$ cat config.mk
export PLATFORM = sky130hd
export DESIGN_NAME = adaptive_threshold_lock_detector_flat
export DESIGN_NICKNAME = d
export VERILOG_FILES = /design/src/hw/rtl/atld_pkg.sv /design/src/hw/rtl/atld_if.sv /design/src/hw/rtl/adaptive_threshold_lock_detector.sv /design/src/hw/rtl/atld_mul_unit.sv /design/src/hw/rtl/atld_lock_track.sv /design/src/flat_wrapper.sv
export SDC_FILE = /design/constraint.sdc
export NUM_CORES = 2
export LEC_CHECK = 0
export BUFFER_PORTS_ARGS = -buffer_cell sky130_fd_sc_hd__buf_2
export CORE_MARGIN = 2
export CORE_UTILIZATION = 66
export DETAILED_ROUTE_END_ITERATION = 8
export PLACE_DENSITY = 0.83
export SYNTH_ARGS = -nofsm -noshare
export SYNTH_HDL_FRONTEND = slang
export SYNTH_SLANG_ARGS = --single-unit
$ cat constraint.sdc
create_clock -name clock -period 10.98 [get_ports clock]
set_input_delay 2.196 -clock clock [delete_from_list [all_inputs] [get_ports clock]]
set_output_delay 2.196 -clock clock [all_outputs]
set_load 0.02 [all_outputs]
$ cat src/hw/rtl/atld_pkg.sv
// ----------------------------------------------------------------------------
// atld_pkg
// Types and constants shared by the adaptive threshold lock detector.
// ----------------------------------------------------------------------------
package atld_pkg;

   typedef logic [15:0] mag_type;     // unsigned Q2.14
   typedef logic [15:0] gain_type;    // unsigned Q2.14
   typedef logic [19:0] avg_type;     // unsigned Q2.18
   typedef logic [15:0] count_type;
   typedef logic [1:0]  mode_type;

   localparam mode_type MODE_ACQ    = 2'd0;
   localparam mode_type MODE_TRACK  = 2'd1;
   localparam mode_type MODE_LOCKED = 2'd2;

   localparam int LOCK_COUNT_DEF = 8;
   localparam int COUNT_MAX_DEF  = 65535;

   localparam gain_type GAIN_RESET = 16'd8192;   // 0.5

   // shared multiplier operand width; product is twice this
   localparam int MUL_W = 25;

   // floor(x / 10) = (x * DIV_RECIP) >> DIV_SHIFT, exact for x < 2**26
   localparam int                 DIV_SHIFT = 28;
   localparam logic [MUL_W-1:0]   DIV_RECIP = 25'd26843546;

   localparam mag_type            PEAK_FLOOR = 16'd16;     // 0.001 in Q2.14
   localparam logic [18:0]        MIN_THRESH = 19'd16384;  // 5*C must exceed this

   typedef struct packed {
      logic valid;    // commit one symbol decision
      logic passed;
   } upd_type;

   typedef struct packed {
      mode_type mode;
      logic     lock;
   } status_type;

endpackage

$ cat src/hw/rtl/atld_if.sv
// ----------------------------------------------------------------------------
// atld channel interfaces
// Request, response and register write channels, valid/ready handshake.
// ----------------------------------------------------------------------------
interface atld_req_if;
   logic                valid;
   logic                ready;
   atld_pkg::mag_type   corr_magnitude;

   modport source (output valid, output corr_magnitude, input ready);
   modport sink   (input valid, input corr_magnitude, output ready);
endinterface

interface atld_rsp_if;
   logic                valid;
   logic                ready;
   atld_pkg::mode_type  lock_mode;
   logic                locked;
   logic                passed;

   modport source (output valid, output lock_mode, output locked, output passed,
                   input ready);
   modport sink   (input valid, input lock_mode, input locked, input passed,
                   output ready);
endinterface

interface atld_csr_if;
   logic                valid;
   logic                ready;
   atld_pkg::gain_type  lock_threshold_gain;

   modport source (output valid, output lock_threshold_gain, input ready);
   modport sink   (input valid, input lock_threshold_gain, output ready);
endinterface

$ cat src/hw/rtl/adaptive_threshold_lock_detector.sv
// ----------------------------------------------------------------------------
// adaptive_threshold_lock_detector
// Per-symbol lock detection against an adaptive correlation threshold.
// ----------------------------------------------------------------------------
// A request is taken only while idle, so the next one waits until this one has
//   passed the divide, average, C*Pf and compare steps; the sequencer drives one
//   shared multiplier three times per request (divide by 10, C*Pf, gain*avg).
// A finished response waits in its output register while the next request
//   is taken; the final step holds only if that register is still full.
// Reset (synchronous): idle, gain = 0.5, average/peak/count/mode/lock cleared.
// ----------------------------------------------------------------------------
module adaptive_threshold_lock_detector #(
   parameter int LOCK_COUNT = atld_pkg::LOCK_COUNT_DEF,
   parameter int COUNT_MAX  = atld_pkg::COUNT_MAX_DEF
) (
   input  logic        clock,
   input  logic        reset,
   atld_req_if.sink    req_if,
   atld_rsp_if.source  rsp_if,
   atld_csr_if.sink    csr_if
);
   import atld_pkg::*;

   // sequencer codes
   localparam logic [2:0] S_IDLE = 3'd0;  // wait for a request
   localparam logic [2:0] S_DIV  = 3'd1;  // multiply sum by 1/10
   localparam logic [2:0] S_AVG  = 3'd2;  // take new average/peak, start C*Pf
   localparam logic [2:0] S_CP   = 3'd3;  // hold C*Pf, start gain*avg
   localparam logic [2:0] S_CMP  = 3'd4;  // compare, commit, load response

   logic [2:0]        state_ff, state_in;

   // configuration
   gain_type          gain_ff;

   // datapath registers
   mag_type           c_ff;
   logic [MUL_W-1:0]  sum_ff;      // 9*A + 16*C, fits 25 bits
   avg_type           avg_ff;
   mag_type           peak_ff;
   logic [31:0]       cp_ff;       // C * floored peak

   // response register
   logic              rsp_valid_ff;
   mode_type          rsp_state_ff;
   logic              rsp_locked_ff;
   logic              rsp_passed_ff;

   // shared multiplier
   logic [MUL_W-1:0]   mul_a, mul_b;
   logic [2*MUL_W-1:0] prod;

   logic              req_take;
   logic              out_free;
   logic [MUL_W-1:0]  sum_in;
   mag_type           peak_new;
   mag_type           peak_flr;
   logic [18:0]       c_x5;
   logic              pass;
   upd_type           upd;
   status_type        status_nxt;

   assign csr_if.ready = 1'b1;

   assign req_if.ready = (state_ff == S_IDLE);
   assign req_take     = req_if.valid && req_if.ready;
   assign out_free     = !rsp_valid_ff || rsp_if.ready;

   // 9*A + 16*C with shifts and adds
   assign sum_in = {2'b00, avg_ff, 3'b000} + {5'b00000, avg_ff} +
                   {5'b00000, req_if.corr_magnitude, 4'b0000};

   assign peak_new = (c_ff > peak_ff) ? c_ff : peak_ff;
   assign peak_flr = (peak_new < PEAK_FLOOR) ? PEAK_FLOOR : peak_new;

   // both sides of the test are exact integers: 5C > 16384 and 16*C*Pf > G*A
   assign c_x5 = {1'b0, c_ff, 2'b00} + {3'b000, c_ff};
   assign pass = (c_x5 > MIN_THRESH) && ({cp_ff, 4'b0000} > prod[35:0]);

   always_comb begin
      unique case (state_ff)
         S_DIV: begin
            mul_a = sum_ff;
            mul_b = DIV_RECIP;
         end
         S_AVG: begin
            mul_a = {9'd0, c_ff};
            mul_b = {9'd0, peak_flr};
         end
         // operands stay put while the compare waits, so gain*avg holds
         S_CP, S_CMP: begin
            mul_a = {9'd0, gain_ff};
            mul_b = {5'd0, avg_ff};
         end
         default: begin
            mul_a = '0;
            mul_b = '0;
         end
      endcase
   end

   atld_mul_unit #(
      .W (MUL_W)
   ) u_mul (
      .clock   (clock),
      .op_a    (mul_a),
      .op_b    (mul_b),
      .prod_ff (prod)
   );

   always_comb begin
      state_in = state_ff;
      unique case (state_ff)
         S_IDLE:  if (req_take) state_in = S_DIV;
         S_DIV:   state_in = S_AVG;
         S_AVG:   state_in = S_CP;
         S_CP:    state_in = S_CMP;
         S_CMP:   if (out_free) state_in = S_IDLE;
         default: state_in = S_IDLE;
      endcase
   end

   assign upd.valid  = (state_ff == S_CMP) && out_free;
   assign upd.passed = pass;

   atld_lock_track #(
      .LOCK_COUNT (LOCK_COUNT),
      .COUNT_MAX  (COUNT_MAX)
   ) u_track (
      .clock      (clock),
      .reset      (reset),
      .upd        (upd),
      .status_nxt (status_nxt)
   );

   // control and running state
   always_ff @(posedge clock) begin
      if (reset) begin
         state_ff     <= S_IDLE;
         gain_ff      <= GAIN_RESET;
         avg_ff       <= '0;
         peak_ff      <= '0;
         rsp_valid_ff <= 1'b0;
      end else begin
         state_ff <= state_in;
         if (csr_if.valid && csr_if.ready) begin
            gain_ff <= csr_if.lock_threshold_gain;
         end
         if (state_ff == S_AVG) begin
            avg_ff  <= prod[DIV_SHIFT+19:DIV_SHIFT];
            peak_ff <= peak_new;
         end
         if (upd.valid) begin
            rsp_valid_ff <= 1'b1;
         end else if (rsp_if.ready) begin
            rsp_valid_ff <= 1'b0;
         end
      end
   end

   // payload, no reset
   always_ff @(posedge clock) begin
      if (req_take) begin
         c_ff   <= req_if.corr_magnitude;
         sum_ff <= sum_in;
      end
      if (state_ff == S_CP) begin
         cp_ff <= prod[31:0];
      end
      if (upd.valid) begin
         rsp_state_ff  <= status_nxt.mode;
         rsp_locked_ff <= status_nxt.lock;
         rsp_passed_ff <= pass;
      end
   end

   assign rsp_if.valid     = rsp_valid_ff;
   assign rsp_if.lock_mode = rsp_state_ff;
   assign rsp_if.locked    = rsp_locked_ff;
   assign rsp_if.passed    = rsp_passed_ff;

endmodule

$ cat src/hw/rtl/atld_mul_unit.sv
// ----------------------------------------------------------------------------
// atld_mul_unit
// Shared unsigned multiplier with a registered product.
// ----------------------------------------------------------------------------
module atld_mul_unit #(
   parameter int W = atld_pkg::MUL_W
) (
   input  logic           clock,
   input  logic [W-1:0]   op_a,
   input  logic [W-1:0]   op_b,
   output logic [2*W-1:0] prod_ff
);

   logic [2*W-1:0] prod_in;

   assign prod_in = {{W{1'b0}}, op_a} * {{W{1'b0}}, op_b};

   always_ff @(posedge clock) begin
      prod_ff <= prod_in;
   end

endmodule

$ cat src/hw/rtl/atld_lock_track.sv
// ----------------------------------------------------------------------------
// atld_lock_track
// Hit counter, sync mode and lock flag, advanced once per symbol decision.
// ----------------------------------------------------------------------------
module atld_lock_track #(
   parameter int LOCK_COUNT = atld_pkg::LOCK_COUNT_DEF,
   parameter int COUNT_MAX  = atld_pkg::COUNT_MAX_DEF
) (
   input  logic                  clock,
   input  logic                  reset,
   input  atld_pkg::upd_type     upd,
   output atld_pkg::status_type  status_nxt
);
   import atld_pkg::*;

   localparam count_type   CNT_MAX = 16'(COUNT_MAX);
   localparam count_type   LOCK1   = 16'(LOCK_COUNT);
   localparam logic [16:0] LOCK2   = 17'(2 * LOCK_COUNT);

   count_type hit_ff, hit_in;
   mode_type  mode_ff, mode_in;
   logic      lock_ff, lock_in;

   always_comb begin
      hit_in  = hit_ff;
      mode_in = mode_ff;
      lock_in = lock_ff;
      if (upd.valid) begin
         if (upd.passed) begin
            if (hit_ff < CNT_MAX) begin
               hit_in = hit_ff + 16'd1;
            end
            if (hit_in >= LOCK1) begin
               lock_in = 1'b1;
               if (mode_ff == MODE_ACQ) begin
                  mode_in = MODE_TRACK;
               end
               // acquisition can go straight through to locked
               if (mode_in == MODE_TRACK && {1'b0, hit_in} >= LOCK2) begin
                  mode_in = MODE_LOCKED;
               end
            end
         end else begin
            if (hit_ff != '0) begin
               hit_in = hit_ff - 16'd1;
            end
            if (hit_in == '0 && mode_ff == MODE_LOCKED) begin
               mode_in = MODE_TRACK;
               lock_in = 1'b0;
            end
         end
      end
   end

   always_ff @(posedge clock) begin
      if (reset) begin
         hit_ff  <= '0;
         mode_ff <= MODE_ACQ;
         lock_ff <= 1'b0;
      end else begin
         hit_ff  <= hit_in;
         mode_ff <= mode_in;
         lock_ff <= lock_in;
      end
   end

   assign status_nxt.mode = mode_in;
   assign status_nxt.lock = lock_in;

endmodule

$ cat src/flat_wrapper.sv
// flat-port wrapper written by rule: the top's interface ports become plain ports
module adaptive_threshold_lock_detector_flat import atld_pkg::*;
#(
   parameter int LOCK_COUNT = atld_pkg::LOCK_COUNT_DEF,
   parameter int COUNT_MAX  = atld_pkg::COUNT_MAX_DEF
)
  (clock, reset, req_if_valid, req_if_corr_magnitude, req_if_ready, rsp_if_valid, rsp_if_lock_mode, rsp_if_locked, rsp_if_passed, rsp_if_ready, csr_if_valid, csr_if_lock_threshold_gain, csr_if_ready);
  atld_req_if req_if_i ();
  atld_rsp_if rsp_if_i ();
  atld_csr_if csr_if_i ();
  input  logic clock;
  input  logic reset;
  input wire logic [$bits(req_if_i.valid)-1:0] req_if_valid;
  input wire logic [$bits(req_if_i.corr_magnitude)-1:0] req_if_corr_magnitude;
  output wire logic [$bits(req_if_i.ready)-1:0] req_if_ready;
  output wire logic [$bits(rsp_if_i.valid)-1:0] rsp_if_valid;
  output wire logic [$bits(rsp_if_i.lock_mode)-1:0] rsp_if_lock_mode;
  output wire logic [$bits(rsp_if_i.locked)-1:0] rsp_if_locked;
  output wire logic [$bits(rsp_if_i.passed)-1:0] rsp_if_passed;
  input wire logic [$bits(rsp_if_i.ready)-1:0] rsp_if_ready;
  input wire logic [$bits(csr_if_i.valid)-1:0] csr_if_valid;
  input wire logic [$bits(csr_if_i.lock_threshold_gain)-1:0] csr_if_lock_threshold_gain;
  output wire logic [$bits(csr_if_i.ready)-1:0] csr_if_ready;
  assign req_if_i.valid = req_if_valid;
  assign req_if_i.corr_magnitude = req_if_corr_magnitude;
  assign req_if_ready = req_if_i.ready;
  assign rsp_if_valid = rsp_if_i.valid;
  assign rsp_if_lock_mode = rsp_if_i.lock_mode;
  assign rsp_if_locked = rsp_if_i.locked;
  assign rsp_if_passed = rsp_if_i.passed;
  assign rsp_if_i.ready = rsp_if_ready;
  assign csr_if_i.valid = csr_if_valid;
  assign csr_if_i.lock_threshold_gain = csr_if_lock_threshold_gain;
  assign csr_if_ready = csr_if_i.ready;
  adaptive_threshold_lock_detector #(.LOCK_COUNT(LOCK_COUNT), .COUNT_MAX(COUNT_MAX)) u_core (.clock(clock), .reset(reset), .req_if(req_if_i), .rsp_if(rsp_if_i), .csr_if(csr_if_i));
endmodule
==> results.cfg <==
[place]
hpwlAfterDp_um = 69990
dp_slack_ns = 0.5191
gp_congestion = 0.9689
port-buffer-count = 42

[cts]
cts.path.max_buffers = 2
cts-hold-fix-buffers = 0
clock-sinks = 200
clock-root-buffer = clkbuf_16
post_cts_buffers = 0
clk_pin_slew_worst_paths_ns = 0.08
cts_tree = yes
cts_resized = 0
htreeDepth = 4
clk_latency_ns = 0.51
cts_buffers = 17

[synth]
ys_ff_latch = 200
yosys.area_share.xor_xnor_pct = 2.557
yosys.area_share.simple_pct = 13.58
yosys-top-cells-area = fa_1 (32%), ha_1 (13%), inv_1 (9.4%)
synth_mux_area_share_pct = 1.930
synth-compound-area-share_pct = 10.35
avgSynthCellArea_um2 = 9.004
ys_async_sr_fraction_pct = 0
synth_edf_count = 77
synth_top_cell_area_share_pct = 31.74
synth.largest_area_cell = fa_1
synthAdderAreaFrac_pct = 44.89
syn_area_um2 = 30150
seq_area_frac_synth_pct = 15.84
synth_top_flop_cell = dfxtp_1
yosysUniqueCellTypes = 89
netlist_instances = 3348
synth_top_family_by_area = adder cells
yosysWarnings = 0

[finish]
fin_nets = 4281
num_antenna_cells = 0
drive_above_1_share_pct = 4.765
fillers = 3483
syn2layout_area_growth_pct = 6.558
final_util_pct = 71.09

[floorplanning]
die-height_um = 217.7
start_util_pct = 66.71
die-area_um2 = 47400
rows = 78
io-pin-count = 44
die_w_um = 217.7
core_region_area_um2 = 45190

[timing]
hold_viol = 0
period_needed_ns = 10.43
max_freq_mhz = 95.84
worstMarginPinSlew_ns = 1.267
slew_violations = 0
fin_crit_sh_pct = 95.03
timing.slew.headroom_pct = 15.42
final.setup.tns_ns = 0
setup_slack_ns = 0.5459
whs_ns = 0.4257
rsz0062_at_grt = false
setup_viol = 0
finalClockSkew_ns = 0.01918

[critical_path]
cp_slowest_cell = nand2_1
critPathCaptureType = flop
cp.buffers_inverters = 7
regToRegSetupSlack_ns = 0.55
arrival_ns = 10.87
startpoint_type = flop
cpPeakStageDelay_ns = 0.80
crit_required_ns = 11.42
worst-setup-path-type = flop to flop
path_common_cell = fa_1
critical_path.max_fanout = 26
cp_top_family = adder cells

[global_route]
grt_util_all_layers_pct = 38.96
grt_antenna_before_repair = 0
gr-total-overflow = 0
grt_pass1_vias = 26124
grt_pass1_wl_um = 139800
grt_max_degree = 81

[detailed_routing]
wl_per_cell_um = 21.26
dr.pass1.iters = 6
drcViolationCount = 0
vias_per_cell = 5.994
ant_nets = 0
wl_um = 86380
vias = 24353
drt_iter0_drc = 2074

[flow_run]
cap_viol_max_count = 0

[outcome]
status = finished, final reports clean

[min_path]
hp-class = flop to flop

[pwr]
ir_worst_vdd_uv = 1258
p_per_area_nw_per_um2 = 286.3
p_leak_nw = 16.02
## layout by cell type (no fill, tap or decap), drive strengths merged, types with 77 or more instances in the layout
cell type	netlist	layout
edfxtp	77	77
inv	755	758
dfxtp	123	123
buf	18	99
nor2	238	238
conb	2	92
ha	316	316
nand2	297	297
a21oi	142	142
fa	478	478
## stage by stage
| step | cells | cell area [um2] | total power, mW |
|---|---|---|---|
| after detailed placement | 4031 | 31490 | 8.368 |
| after CTS | 4063 | 32120 | 9.106 |
| final | 4063 | 32120 | 9.197 |
| after global placement | 4031 | 31490 | 8.164 |
| after global routing | 4063 | 32120 | 10.04 |
| after floorplan | 3438 | 30480 | 6.454 |
## cell usage after synthesis, types with 21 or more instances
| cell type | n |
|---|---|
| nand4_1 | 25 |
| a211oi_1 | 26 |
| ha_1 | 316 |
| nand2b_1 | 22 |
| or3_1 | 21 |
| dfxtp_1 | 123 |
| mux2i_1 | 48 |
| xnor2_1 | 68 |
| edfxtp_1 | 77 |
| nor3_1 | 75 |
| a21o_1 | 67 |
| nand3_1 | 65 |
| and2_1 | 51 |
| fa_1 | 478 |
| o21ai_0 | 54 |
| nor2_1 | 238 |
| nand2_1 | 297 |
| clkbuf_1 | 88 |
| inv_1 | 753 |
| a21oi_1 | 141 |
## power breakdown
group	switching [mW]	internal, mW
Sequential	0.110	1.00
Combinational	4.48	2.91
Clock	0.364	0.331
## logic make-up (layout without fill, tap and decap cells)
kind of cell | count (synthesis) | after routing
AO/OA/AOI/OAI | 459 | 459
XOR/XNOR | 88 | 88
adder cells (fa/ha/maj) | 795 | 795
buffers and inverters | 861 | 886
flip-flops | 200 | 200
multiplexers | 57 | 57
other | 2 | 92
AND/OR/NAND/NOR | 886 | 886
## registers in the layout (all words and copies together), names as in the netlist
signal	cells
u_core.rsp_if.valid	1
u_core.sum_ff	25
u_core.rsp_if.passed	1
u_core.u_track.mode_ff	2
u_core.u_mul.prod_ff	48
u_core.c_ff	16
u_core.avg_ff	20
u_core.cp_ff	32
u_core.gain_ff	16
u_core.peak_ff	16
u_core.rsp_if.locked	1
u_core.state_ff	3
u_core.rsp_if.lock_mode	2
u_core.u_track.lock_ff	1
u_core.u_track.hit_ff	16
## final cells by class
class / count / area (um2) / area share, %
Clock inverter: 15 / 209.0 / 0.6505
Timing Repair Buffer: 99 / 638.1 / 1.987
Clock buffer: 17 / 425.4 / 1.324
Inverter: 755 / 2834 / 8.822
Sequential cell: 200 / 4775 / 14.86
Multi-Input combinational cell: 2377 / 22490 / 70.02
Tap cell: 600 / 750.7 / 2.337
## metal layers
layer,global-route usage (%),up-vias,routed length [um]
met2,64.14,1141,40520
met5,0,-,0
li1,-,10833,-
met4,22.67,0,5989
met1,47.57,12035,32370
met3,8.173,344,7503
## worst paths after layout
| kind | cells past startpoint | from | endpoint |
|---|---|---|---|
| setup / recovery | 29 | u_core.state_ff[0]$_SDFFE_PP0P_ | u_core.u_mul.prod_ff[46]$_DFF_P_ |
| hold / removal | 0 | u_core.u_mul.prod_ff[4]$_DFF_P_ | u_core.cp_ff[4]$_DFFE_PN_ |
| setup reg to reg | 29 | u_core.state_ff[0]$_SDFFE_PP0P_ | u_core.u_mul.prod_ff[46]$_DFF_P_ |
| hold reg to reg | 0 | u_core.u_mul.prod_ff[4]$_DFF_P_ | u_core.cp_ff[4]$_DFFE_PN_ |
(Power assumes the default switching activity.)
